## src/sha256_byte_stream_hasher_assert.svh

```systemverilog
// ----------------------------------------------------------------------------
// SHA-256 hasher assertion macros
// Shared concurrent assertion forms, clocked on aclk, off during reset.
// ----------------------------------------------------------------------------
`ifndef SHA256_BYTE_STREAM_HASHER_ASSERT_SVH
`define SHA256_BYTE_STREAM_HASHER_ASSERT_SVH

// Same-cycle implication.
`define SHABS_ASSERT_IMPL(label, ante, cons) \
    label: assert property (@(posedge aclk) disable iff (!aresetn) (ante) |-> (cons)) \
        else $error("shabs assertion failed");

// Next-cycle implication.
`define SHABS_ASSERT_NEXT(label, ante, cons) \
    label: assert property (@(posedge aclk) disable iff (!aresetn) (ante) |=> (cons)) \
        else $error("shabs assertion failed");

`endif

```

## src/shabs_pkg.sv

```systemverilog
// ----------------------------------------------------------------------------
// SHA-256 hasher package
// Round constants, initial hash value, round functions and shared types.
// ----------------------------------------------------------------------------
package shabs_pkg;

    localparam int WORD_W   = 32;
    localparam int BLK_WORDS = 16;
    localparam int ROUNDS   = 64;

    typedef logic [WORD_W-1:0] word_t;
    typedef logic [7:0][WORD_W-1:0] chain_t;
    typedef logic [BLK_WORDS*WORD_W-1:0] block_t;

    typedef struct packed {
        logic start;   // block register holds 16 complete words
        logic reinit;  // load initial hash value
    } comp_ctrl_t;

    typedef struct packed {
        logic busy;
        logic done;    // one-cycle pulse, chain words updated
    } comp_stat_t;

    localparam word_t ROUND_K [ROUNDS] = '{
        32'h428a2f98, 32'h71374491, 32'hb5c0fbcf, 32'he9b5dba5,
        32'h3956c25b, 32'h59f111f1, 32'h923f82a4, 32'hab1c5ed5,
        32'hd807aa98, 32'h12835b01, 32'h243185be, 32'h550c7dc3,
        32'h72be5d74, 32'h80deb1fe, 32'h9bdc06a7, 32'hc19bf174,
        32'he49b69c1, 32'hefbe4786, 32'h0fc19dc6, 32'h240ca1cc,
        32'h2de92c6f, 32'h4a7484aa, 32'h5cb0a9dc, 32'h76f988da,
        32'h983e5152, 32'ha831c66d, 32'hb00327c8, 32'hbf597fc7,
        32'hc6e00bf3, 32'hd5a79147, 32'h06ca6351, 32'h14292967,
        32'h27b70a85, 32'h2e1b2138, 32'h4d2c6dfc, 32'h53380d13,
        32'h650a7354, 32'h766a0abb, 32'h81c2c92e, 32'h92722c85,
        32'ha2bfe8a1, 32'ha81a664b, 32'hc24b8b70, 32'hc76c51a3,
        32'hd192e819, 32'hd6990624, 32'hf40e3585, 32'h106aa070,
        32'h19a4c116, 32'h1e376c08, 32'h2748774c, 32'h34b0bcb5,
        32'h391c0cb3, 32'h4ed8aa4a, 32'h5b9cca4f, 32'h682e6ff3,
        32'h748f82ee, 32'h78a5636f, 32'h84c87814, 32'h8cc70208,
        32'h90befffa, 32'ha4506ceb, 32'hbef9a3f7, 32'hc67178f2
    };

    localparam chain_t INIT_HASH = {
        32'h5be0cd19, 32'h1f83d9ab, 32'h9b05688c, 32'h510e527f,
        32'ha54ff53a, 32'h3c6ef372, 32'hbb67ae85, 32'h6a09e667
    };

    function automatic word_t ror(input word_t v, input int k);
        ror = (v >> k) | (v << (WORD_W - k));
    endfunction

    function automatic word_t big_sigma0(input word_t v);
        big_sigma0 = ror(v, 2) ^ ror(v, 13) ^ ror(v, 22);
    endfunction

    function automatic word_t big_sigma1(input word_t v);
        big_sigma1 = ror(v, 6) ^ ror(v, 11) ^ ror(v, 25);
    endfunction

    function automatic word_t small_sigma0(input word_t v);
        small_sigma0 = ror(v, 7) ^ ror(v, 18) ^ (v >> 3);
    endfunction

    function automatic word_t small_sigma1(input word_t v);
        small_sigma1 = ror(v, 17) ^ ror(v, 19) ^ (v >> 10);
    endfunction

endpackage

```

## src/sha256_byte_stream_hasher.sv

```systemverilog
// ----------------------------------------------------------------------------
// SHA-256 byte stream hasher
// Collects message bytes, pads, drives the compression unit, emits digest.
// ----------------------------------------------------------------------------
// Usage:
//   Input beats (s_*): s_tdata is the message byte, s_tuser says the byte is
//   present, s_tlast ends the message. A beat with s_tuser low and s_tlast
//   high finishes the message as it stands (empty message allowed).
//   Output beats (m_*): eight digest words, word 0 (most significant) first;
//   m_tuser is the word index and m_tlast marks word 7.
//   Throughput: one byte per cycle while a block fills; the 64th byte of a
//   block starts the compression unit. s_tready then stays low through the
//   start cycle, 64 rounds in one shared round unit, the chaining add and the
//   done cycle.
//   End of message: one pad byte per cycle up to the block end, then one or
//   two compressions, then eight output beats.
//   A stalled receiver holds the block in its output state; no input is taken
//   until the last digest beat is accepted, after which the chain words go
//   back to the initial hash value and the bit count to zero.
//   Reset: synchronous, active-low aresetn; state returns to the initial
//   hash value with an empty block, ready for input.
// ----------------------------------------------------------------------------
module sha256_byte_stream_hasher (
    input  logic        aclk,
    input  logic        aresetn,
    input  logic        s_tvalid,
    output logic        s_tready,
    input  logic [7:0]  s_tdata,   // [7:0] data_byte
    input  logic        s_tuser,   // [0] byte_present
    input  logic        s_tlast,   // end_of_message
    output logic        m_tvalid,
    input  logic        m_tready,
    output logic [31:0] m_tdata,   // [31:0] digest_word
    output logic [2:0]  m_tuser,   // [2:0] word_index
    output logic        m_tlast    // last_word
);
    import shabs_pkg::*;

    `include "sha256_byte_stream_hasher_assert.svh"

    localparam logic [5:0] FILL_LAST = 6'd63;
    localparam logic [5:0] FILL_LEN  = 6'd56;   // length field starts here
    localparam logic [7:0] PAD_MARK  = 8'h80;

    typedef enum logic [1:0] {S_IDLE, S_PAD, S_COMP, S_OUT} state_t;
    typedef enum logic [1:0] {PK_MARK, PK_ZERO, PK_LEN} pad_kind_t;

    state_t     state_reg;
    pad_kind_t  kind_reg;
    logic [5:0] fill_reg;
    logic [63:0] bitlen_reg;
    logic [63:0] len_sh_reg;    // latched length, top byte goes next
    logic [2:0] len_idx_reg;
    logic       len_done_reg;
    logic       pad_active_reg;
    logic       start_reg;
    logic       reinit_reg;
    logic [2:0] out_idx_reg;
    block_t     blk_reg;

    comp_ctrl_t ctl;
    comp_stat_t stat;
    chain_t     hash;

    logic       s_accept;
    logic       m_accept;
    logic       put_en;
    logic [7:0] put_byte;
    logic       len_byte;     // this pad byte is a length byte

    assign s_accept = s_tvalid && s_tready;
    assign m_accept = m_tvalid && m_tready;

    always_comb begin
        len_byte = 1'b0;
        put_byte = s_tdata;
        put_en   = 1'b0;
        unique case (state_reg)
            S_IDLE: put_en = s_accept && s_tuser;
            S_PAD: begin
                put_en = 1'b1;
                unique case (kind_reg)
                    PK_MARK: put_byte = PAD_MARK;
                    PK_ZERO: begin
                        len_byte = (fill_reg == FILL_LEN);
                        put_byte = len_byte ? len_sh_reg[63:56] : 8'h00;
                    end
                    PK_LEN: begin
                        len_byte = 1'b1;
                        put_byte = len_sh_reg[63:56];
                    end
                    default: put_byte = 8'h00;
                endcase
            end
            S_COMP, S_OUT: put_en = 1'b0;
            default: put_en = 1'b0;
        endcase
    end

    always_ff @(posedge aclk) begin
        if (!aresetn) begin
            state_reg      <= S_IDLE;
            kind_reg       <= PK_MARK;
            fill_reg       <= '0;
            bitlen_reg     <= '0;
            len_idx_reg    <= '0;
            len_done_reg   <= 1'b0;
            pad_active_reg <= 1'b0;
            start_reg      <= 1'b0;
            reinit_reg     <= 1'b0;
            out_idx_reg    <= '0;
        end else begin
            start_reg  <= 1'b0;
            reinit_reg <= 1'b0;

            if (put_en) begin
                blk_reg  <= {blk_reg[$bits(block_t)-9:0], put_byte};
                fill_reg <= fill_reg + 6'd1;
            end

            unique case (state_reg)
                S_IDLE: begin
                    if (s_accept) begin
                        if (s_tuser) begin
                            bitlen_reg <= bitlen_reg + 64'd8;
                        end
                        if (s_tlast) begin
                            pad_active_reg <= 1'b1;
                            kind_reg       <= PK_MARK;
                            len_idx_reg    <= '0;
                            len_done_reg   <= 1'b0;
                            len_sh_reg     <= bitlen_reg + (s_tuser ? 64'd8 : 64'd0);
                        end
                        if (s_tuser && (fill_reg == FILL_LAST)) begin
                            start_reg <= 1'b1;
                            state_reg <= S_COMP;
                        end else if (s_tlast) begin
                            state_reg <= S_PAD;
                        end
                    end
                end
                S_PAD: begin
                    if (kind_reg == PK_MARK) begin
                        kind_reg <= PK_ZERO;
                    end
                    if (len_byte) begin
                        kind_reg    <= PK_LEN;
                        len_sh_reg  <= {len_sh_reg[55:0], 8'h00};
                        len_idx_reg <= len_idx_reg + 3'd1;
                        if (len_idx_reg == 3'd7) begin
                            len_done_reg <= 1'b1;
                        end
                    end
                    if (fill_reg == FILL_LAST) begin
                        start_reg <= 1'b1;
                        state_reg <= S_COMP;
                    end
                end
                S_COMP: begin
                    if (stat.done) begin
                        out_idx_reg <= '0;
                        if (!pad_active_reg) begin
                            state_reg <= S_IDLE;
                        end else if (len_done_reg) begin
                            state_reg <= S_OUT;
                        end else begin
                            state_reg <= S_PAD;
                        end
                    end
                end
                S_OUT: begin
                    if (m_accept) begin
                        out_idx_reg <= out_idx_reg + 3'd1;
                        if (out_idx_reg == 3'd7) begin
                            reinit_reg     <= 1'b1;
                            bitlen_reg     <= '0;
                            pad_active_reg <= 1'b0;
                            state_reg      <= S_IDLE;
                        end
                    end
                end
                default: state_reg <= S_IDLE;
            endcase
        end
    end

    assign ctl.start  = start_reg;
    assign ctl.reinit = reinit_reg;

    shabs_compress u_compress (
        .aclk    (aclk),
        .aresetn (aresetn),
        .ctl     (ctl),
        .block   (blk_reg),
        .stat    (stat),
        .hash    (hash)
    );

    assign s_tready = (state_reg == S_IDLE);
    assign m_tvalid = (state_reg == S_OUT);
    assign m_tdata  = hash[out_idx_reg];
    assign m_tuser  = out_idx_reg;
    assign m_tlast  = (out_idx_reg == 3'd7);

    `SHABS_ASSERT_IMPL(a_out_blocks_in, m_tvalid, !s_tready)
    `SHABS_ASSERT_NEXT(a_eom_stalls_in, s_accept && s_tlast, !s_tready)
    `SHABS_ASSERT_NEXT(a_end_clears, m_accept && m_tlast,
                       (bitlen_reg == 64'd0) && (fill_reg == 6'd0) && reinit_reg)
    `SHABS_ASSERT_IMPL(a_idle_unit_free, state_reg == S_IDLE, !stat.busy)

endmodule

```

## src/shabs_compress.sv

```systemverilog
// ----------------------------------------------------------------------------
// SHA-256 compression unit
// One shared round per cycle, rolling 16-word schedule window,
// then the chaining add. Holds the eight chaining words.
// ----------------------------------------------------------------------------
module shabs_compress (
    input  logic                  aclk,
    input  logic                  aresetn,
    input  shabs_pkg::comp_ctrl_t ctl,
    input  shabs_pkg::block_t     block,
    output shabs_pkg::comp_stat_t stat,
    output shabs_pkg::chain_t     hash
);
    import shabs_pkg::*;

    `include "sha256_byte_stream_hasher_assert.svh"

    typedef enum logic [1:0] {C_IDLE, C_ROUND, C_FINAL} cstate_t;

    cstate_t st_reg;
    logic [5:0] rnd_reg;
    logic done_reg;
    chain_t h_reg;
    chain_t v_reg;                          // working a..h, a in word 0
    logic [BLK_WORDS-1:0][WORD_W-1:0] w_reg; // w_reg[0] is W[t]

    word_t t1, t2, w_new;
    chain_t v_next;

    always_comb begin
        t1 = v_reg[7] + big_sigma1(v_reg[4])
           + ((v_reg[4] & v_reg[5]) ^ (~v_reg[4] & v_reg[6]))
           + ROUND_K[rnd_reg] + w_reg[0];
        t2 = big_sigma0(v_reg[0])
           + ((v_reg[0] & v_reg[1]) ^ (v_reg[0] & v_reg[2]) ^ (v_reg[1] & v_reg[2]));
        w_new = w_reg[0] + small_sigma0(w_reg[1]) + w_reg[9] + small_sigma1(w_reg[14]);
        v_next = {v_reg[6], v_reg[5], v_reg[4], v_reg[3] + t1,
                  v_reg[2], v_reg[1], v_reg[0], t1 + t2};
    end

    always_ff @(posedge aclk) begin
        if (!aresetn) begin
            st_reg   <= C_IDLE;
            rnd_reg  <= '0;
            done_reg <= 1'b0;
            h_reg    <= INIT_HASH;
        end else begin
            done_reg <= 1'b0;
            unique case (st_reg)
                C_IDLE: begin
                    if (ctl.reinit) begin
                        h_reg <= INIT_HASH;
                    end
                    if (ctl.start) begin
                        v_reg   <= h_reg;
                        rnd_reg <= '0;
                        for (int i = 0; i < BLK_WORDS; i++) begin
                            w_reg[i] <= block[(BLK_WORDS-1-i)*WORD_W +: WORD_W];
                        end
                        st_reg <= C_ROUND;
                    end
                end
                C_ROUND: begin
                    v_reg <= v_next;
                    for (int i = 0; i < BLK_WORDS-1; i++) begin
                        w_reg[i] <= w_reg[i+1];
                    end
                    w_reg[BLK_WORDS-1] <= w_new;
                    rnd_reg <= rnd_reg + 6'd1;
                    if (rnd_reg == 6'd63) begin
                        st_reg <= C_FINAL;
                    end
                end
                C_FINAL: begin
                    for (int i = 0; i < 8; i++) begin
                        h_reg[i] <= h_reg[i] + v_reg[i];
                    end
                    done_reg <= 1'b1;
                    st_reg   <= C_IDLE;
                end
                default: st_reg <= C_IDLE;
            endcase
        end
    end

    assign stat.busy = (st_reg != C_IDLE);
    assign stat.done = done_reg;
    assign hash      = h_reg;

    `SHABS_ASSERT_IMPL(a_start_idle, ctl.start, st_reg == C_IDLE)
    `SHABS_ASSERT_NEXT(a_last_round, (st_reg == C_ROUND) && (rnd_reg == 6'd63),
                       st_reg == C_FINAL)
    `SHABS_ASSERT_NEXT(a_done_pulse, done_reg, !done_reg && (st_reg == C_IDLE))

endmodule
```

## config.mk

```make
export PLATFORM = sky130hd
export DESIGN_NAME = sha256_byte_stream_hasher
export DESIGN_NICKNAME = d
export VERILOG_FILES = /design/src/shabs_pkg.sv /design/src/sha256_byte_stream_hasher.sv /design/src/shabs_compress.sv
export VERILOG_INCLUDE_DIRS = /design/src /design/src/src
export SDC_FILE = /design/constraint.sdc
export NUM_CORES = 2
export LEC_CHECK = 0
export ABC_AREA = 1
export ABC_CLOCK_PERIOD_IN_PS = 68100
export BUFFER_PORTS_ARGS = -buffer_cell sky130_fd_sc_hd__buf_4
export CAP_MARGIN = 20
export CORE_MARGIN = 2
export CORE_UTILIZATION = 35
export DETAILED_ROUTE_END_ITERATION = 6
export RECOVER_POWER = 100
export SLEW_MARGIN = 20
export SYNTH_ARGS = -nofsm -noshare
export SYNTH_HDL_FRONTEND = slang
export SYNTH_SLANG_ARGS = --single-unit
```

## constraint.sdc

```tcl
create_clock -name aclk -period 68.1 [get_ports aclk]
set_clock_uncertainty 0.05 [all_clocks]
set_input_delay 20.43 -clock aclk [delete_from_list [all_inputs] [get_ports aclk]]
set_output_delay 20.43 -clock aclk [all_outputs]
set_load 0.05 [all_outputs]
```

# Word level (Yosys, flattened, before mapping)
# Memories as Yosys holds them, arrays and structs flattened.
# Cells that the tools add are included.
# op_classes
add_sub_neg	24
n_lt_le_gt_ge	2
eq_ne	26
n_mux	69
bitwise	28
reduce_logical	27
# op_table
operator	n
256-bit one-hot mux with 2 select lines	2
512-bit one-hot mux with 2 select lines	1
32-bit adder	18
256-bit 2-to-1 mux	2
512-bit 2-to-1 mux	1
64-bit 2-to-1 mux	7
32-bit bitwise XOR	9
64-bit one-hot mux with 2 select lines	2
32-bit AND	5
32-bit binary-select mux with 3-bit select	1
32-bit 2-to-1 mux	3
64-bit by 4-bit adder with 64-bit output	1
64-bit by 4-bit adder with 64-bit output, second input constant	1
32-bit NOT	1
10-bit by 32-bit bitwise OR with 32-bit output	1
13-bit by 32-bit bitwise OR with 32-bit output	1
14-bit by 32-bit bitwise OR with 32-bit output	1
15-bit by 32-bit bitwise OR with 32-bit output	1
19-bit by 32-bit bitwise OR with 32-bit output	1
21-bit by 32-bit bitwise OR with 32-bit output	1
25-bit by 32-bit bitwise OR with 32-bit output	1
26-bit by 32-bit bitwise OR with 32-bit output	1
30-bit by 32-bit bitwise OR with 32-bit output	1
7-bit by 32-bit bitwise OR with 32-bit output	1
37 further kinds	112
# word_totals
regBits	1693
rom_bits	2048
in_bits	14
output_inout_bits	38
elab_cells	224
memories	1
# mem_list
name	words	word_bits	rd	rd_ports_with_merged_regs	write_ports	line_no	text
(no name shown)	64	32	1	0	0	shabs_compress.sv:33	+ ROUND_K[rnd_reg] + w_reg[0];

# Depth between registers and ports, before layout
# depth
ltp_word	9
depth_mapped	46
ltp_nobuf	45

# Modules after synthesis
# From an unflattened synthesis, not the netlist that was laid out.
# hier_totals
hier_cells	11961
hier_area_um2	100346.2
# modules_own_cells
module	n_inst	cells_each	area_each_um2
shabs_compress	1	9751	74158.6
sha256_byte_stream_hasher	1	2210	26187.6

# Worst setup path after synthesis
# No wires, ideal clock.
# synth_path
kind	input -> register
from	in aresetn
to	reg u_compress.v_reg (netlist bit u_compress.v_next[100]), enable pin
arrival_ns	52.898
required_ns	66.131
setup_slack_ns	13.233
cell_stages	5
path_buffers	3
path_cell_list	clkbuf_1 -> inv_2 -> clkbuf_1 -> clkbuf_1 -> nor2_1
# synth_via
elab_chain_cells	1
# synth_lines
element	line_no	text
from (decl)	sha256_byte_stream_hasher.sv:25	input logic aresetn,
3-bit AND reduction (no line)	n/a	
to (signal assigned)	shabs_compress.sv:55	v_reg <= h_reg;
to (signal assigned)	shabs_compress.sv:64	v_reg <= v_next;
to (decl)	shabs_compress.sv:24	chain_t v_reg;
# No other way between the ends.
# A chain may end at the register's enable or synchronous reset.

# Final worst setup path
# layout_path
from	in aresetn
to	reg u_compress.w_reg[353] in the netlist's numbering, enable pin
# layout_via
elab_chain_cells	1
# layout_lines
element	line_no	text
3-bit AND reduction (no line)	n/a	
to (signal, indexed assignment)	shabs_compress.sv:58	w_reg[i] <= block[(BLK_WORDS-1-i)*WORD_W +: WORD_W];
to (signal, indexed assignment)	shabs_compress.sv:66	w_reg[i] <= w_reg[i+1];
to (signal, indexed assignment)	shabs_compress.sv:68	w_reg[BLK_WORDS-1] <= w_new;
to (decl)	shabs_compress.sv:25	logic [BLK_WORDS-1:0][WORD_W-1:0] w_reg;
# No other way between the ends.

==> Implementation_results.wiki <==
{| class="wikitable"
! Metric !! Value
|-
| Count of final max-slew check failures || about 3,000
|-
| Total number of clock tree sinks || between 1,500 and 2,000
|-
| Final routed wire length divided by cell count || ~24 um
|-
| Area fraction in compound gates after synthesis || 12.42%
|-
| Detailed Place HPWL || 289,600 um
|-
| Slew headroom || -571.9%
|-
| CTS buffer count || 196
|-
| Synthesis warning total || 0
|-
| Drt drc || 0
|-
| Most used cells in the layout excluding fill and tap cells || 3,705 x nand2_1, 1,341 x edfxtp_1, 1,186 x inv_1
|-
| Mux share of post-synthesis cell area || 0.01123%
|-
| Final Hold Fails || 0
|-
| Post-route setup slack || 29,470 ps
|-
| Number of endpoints failing setup at the final stage || 0
|-
| Violated checks || max-capacitance violations, max-slew violations
|-
| Netlist Area Pre-Place || 100,200 sq um
|-
| Initial antenna violation count || 20
|-
| Critical-path cell with the highest stage delay || clkbuf_1
|-
| Die width || ~540 um
|-
| Worst vdd rail ir drop || ~0.026 mV
|-
| Number of buffers between clock root and the deepest sink || 4
|-
| Fraction of final layout cells with drive strength greater than 1 || 3.618%
|-
| Main area contributors after synthesis || edfxtp_1 40%, nand2_1 14%, dfxtp_1 6.9%
|-
| Average vias per placed instance || ~5.4
|-
| Number of resized instances in the post-cts repair step || 0
|-
| Class of the most critical hold timing path || reg2reg
|-
| Router iterations before antenna repair || 6
|-
| Total GRT Usage || about 25%
|-
| Starting DRC count in detailed routing || 10,409
|-
| Leading cell type in the layout, fill and taps excluded || nand2_1
|-
| Fraction of the mapped netlist area in adder cells || 9.157%
|-
| Simple-gate area share of the yosys netlist || 21.77%
|-
| Root buffer cell || clkbuf_16
|-
| Aggregate routed wire length || 378,800 um
|-
| Vias after detailed routing || between 80,000 and 90,000
|-
| Synthesized flop and latch total || approximately 1,700
|-
| Data required time at the worst endpoint || 68,220 ps
|-
| Die ar. || 290,700 sq um
|-
| Ports || 52
|-
| Mapped Cells || 11,954
|-
| Post-layout nets || 12,450
|-
| Core Region || between 200,000 and 300,000 sq um
|-
| Leakage Power || 44.02 nW
|-
| Count of distinct cell types in the synthesized netlist || about 70
|-
| Least-Margin Pin Slew || 10,080 ps
|-
| Clock tree from TritonCTS || built
|-
| Chain of cells forming the critical path || clkbuf_1 -> clkinvlp_2 -> nor2_4 -> clkbuf_1 -> clkbuf_1
|-
| Most common cell on crit path || clkbuf_1
|-
| Setup CP Type || in2reg
|-
| CTS Hold Bufs || 0
|-
| Worst skew pair latency || 920 ps
|-
| Asr flop ratio synth || 0%
|-
| Main synth FF type || edfxtp_1
|-
| Cell type contributing the most total cell area after synthesis || edfxtp_1
|-
| Height of the die || 539.2 um
|-
| Arrival time at the worst endpoint || 38,750 ps
|-
| Proportion of synthesized chip area in sequential cells || 47.08%
|-
| RSZ-0062 raised after global routing || false
|-
| Synth top area share || about 40%
|-
| Rows || 196
|-
| Post-synth net total || 12,567
|-
| Nature of the critical path endpoint || register
|-
| Family of cells with the greatest summed delay on the critical path || buffers and inverters
|-
| Kind of start point of the critical path || primary input
|-
| Via count of the first global-routing pass || about 79,000
|-
| Post-route setup TNS || 0 ps
|-
| Area share of xor/xnor cells in the synthesized design || 3.268%
|-
| Tmin final || 38,630 ps
|-
| Count of buffers inserted at the top-level ports || 51
|-
| Number of nets still failing antenna checks after routing || 0
|-
| CTS H-tree depth || 4
|-
| Wire length of the first global-routing pass || 546,000 um
|-
| Remaining global-route overflow || 0
|-
| Max_cap viols || 40
|-
| Pin count of the biggest net entering global routing || 191
|-
| Initial core utilization || 35.18%
|-
| Buf+Inv Stages, Crit Path || 4
|-
| Area added between synthesis and finish || 10.21%
|-
| CP peak stage delay || 6940 ps
|-
| Highest fanout seen on the critical path || around 170
|-
| Result of the run || finished, violations left
|-
| Clock transition at path regs || 60 ps
|-
| Dominant combinational cell family by area after synthesis || simple AND/OR/NAND/NOR gates
|-
| Cell area power density || 22.81 nW/um^2
|-
| Post-CTS repair timing setup buffer count || 0
|-
| Share of the clock period used by the worst path after layout || 56.73%
|-
| Worst setup slack after placement || 43,100 ps
|-
| Synth Area per Inst || 8.385 sq um
|-
| Final weighted congestion in routability-driven placement || ~1.0
|-
| Post-synth EDFFs || ~1,300
|-
| Max frequency || 25.88 MHz
|}
[cell type report]
cell class                      instances  area (sq um)
Antenna cell                            9         22.52
Clock buffer                          239          5189
Clock inverter                        118          1375
Fill cell                           29234        174500
Inverter                             1207          4542
Multi-Input combinational cell       8610         46720
Sequential cell                      1687         47200
Tap cell                             3762          4707
Timing Repair Buffer                  135         721.9
[final timing paths]
check | to | cells past startpoint | slack (ps) | start
worst max-delay path | u_compress.w_reg[353] | 5 | 29470 | aresetn
worst min-delay path | blk_reg[78] | 0 | 310 | blk_reg[70]
worst max register to register | u_compress.w_reg[353] | 6 | 51350 | u_compress.st_reg[0]
worst min register to register | blk_reg[78] | 0 | 310 | blk_reg[70]
[cells by family (layout without fill, tap and decap cells)]
kind of cell / after synthesis / after routing
flops: 1687 / 1687
other cells: 0 / 9
xor+xnor: 374 / 374
simple gates: 5355 / 5355
buf+inv: 1657 / 1699
compound gates: 2259 / 2259
fa+ha+maj: 621 / 621
mux: 1 / 1
[Yosys cell counts (12+ instances only)]
master and count:
a21boi_0 30, a21o_1 46, a21oi_1 906, a31oi_1 64, a32o_1 20, and3_1 13
buf_1 31, buf_2 58, clkbuf_1 351, dfxtp_1 346, edfxtp_1 1341, fa_1 195
ha_1 404, inv_1 1188, inv_2 18, maj3_1 22, nand2_1 3701, nand3_1 509
nand3b_1 39, nand4_1 135, nor2_1 745, nor2_2 16, nor2_4 12, nor3_1 111
nor4_1 21, o211ai_1 86, o21a_1 46, o21ai_0 891, o21ai_1 17, o21bai_1 73
o221ai_1 14, or2_2 12, xnor2_1 142, xor2_1 232
[stage by stage]
stage / util (%) / instances / cell area [sq um] / hold WS, ps / total power (W)
after floorplan: - / 11954 / 100200 / 376.8 / 0.001433
after global placement: 36.61 / 15399 / 104300 / 377.6 / 0.001438
after detailed placement: 36.61 / 15399 / 104300 / 381.7 / 0.001442
after CTS: 38.91 / 15756 / 110900 / 300.3 / 0.002533
after global routing: 38.76 / 15759 / 110500 / 328.9 / 0.002603
final: 38.77 / 15767 / 110500 / 311.7 / 0.002520
[power breakdown]
group	total (W)	internal (W)	switching, W
clock network	0.00109	0.000643	0.000452
logic	0.000165	0.0000338	0.000131
registers	0.00126	0.00123	0.0000319
[per-layer routing]
layer | wire length [um] | GRT usage [%] | share of wire, % | vias to the layer above
met3 | 34330 | 4.678 | 9.1 | 728
met1 | 161900 | 35.32 | 43 | 40711
li1 | - | - | - | 39821
met2 | 161200 | 37.61 | 43 | 3711
met4 | 21240 | 12.09 | 5.6 | 6
met5 | 43 | 0 | 0.011 | -
Power figures use the tool's default switching activity.
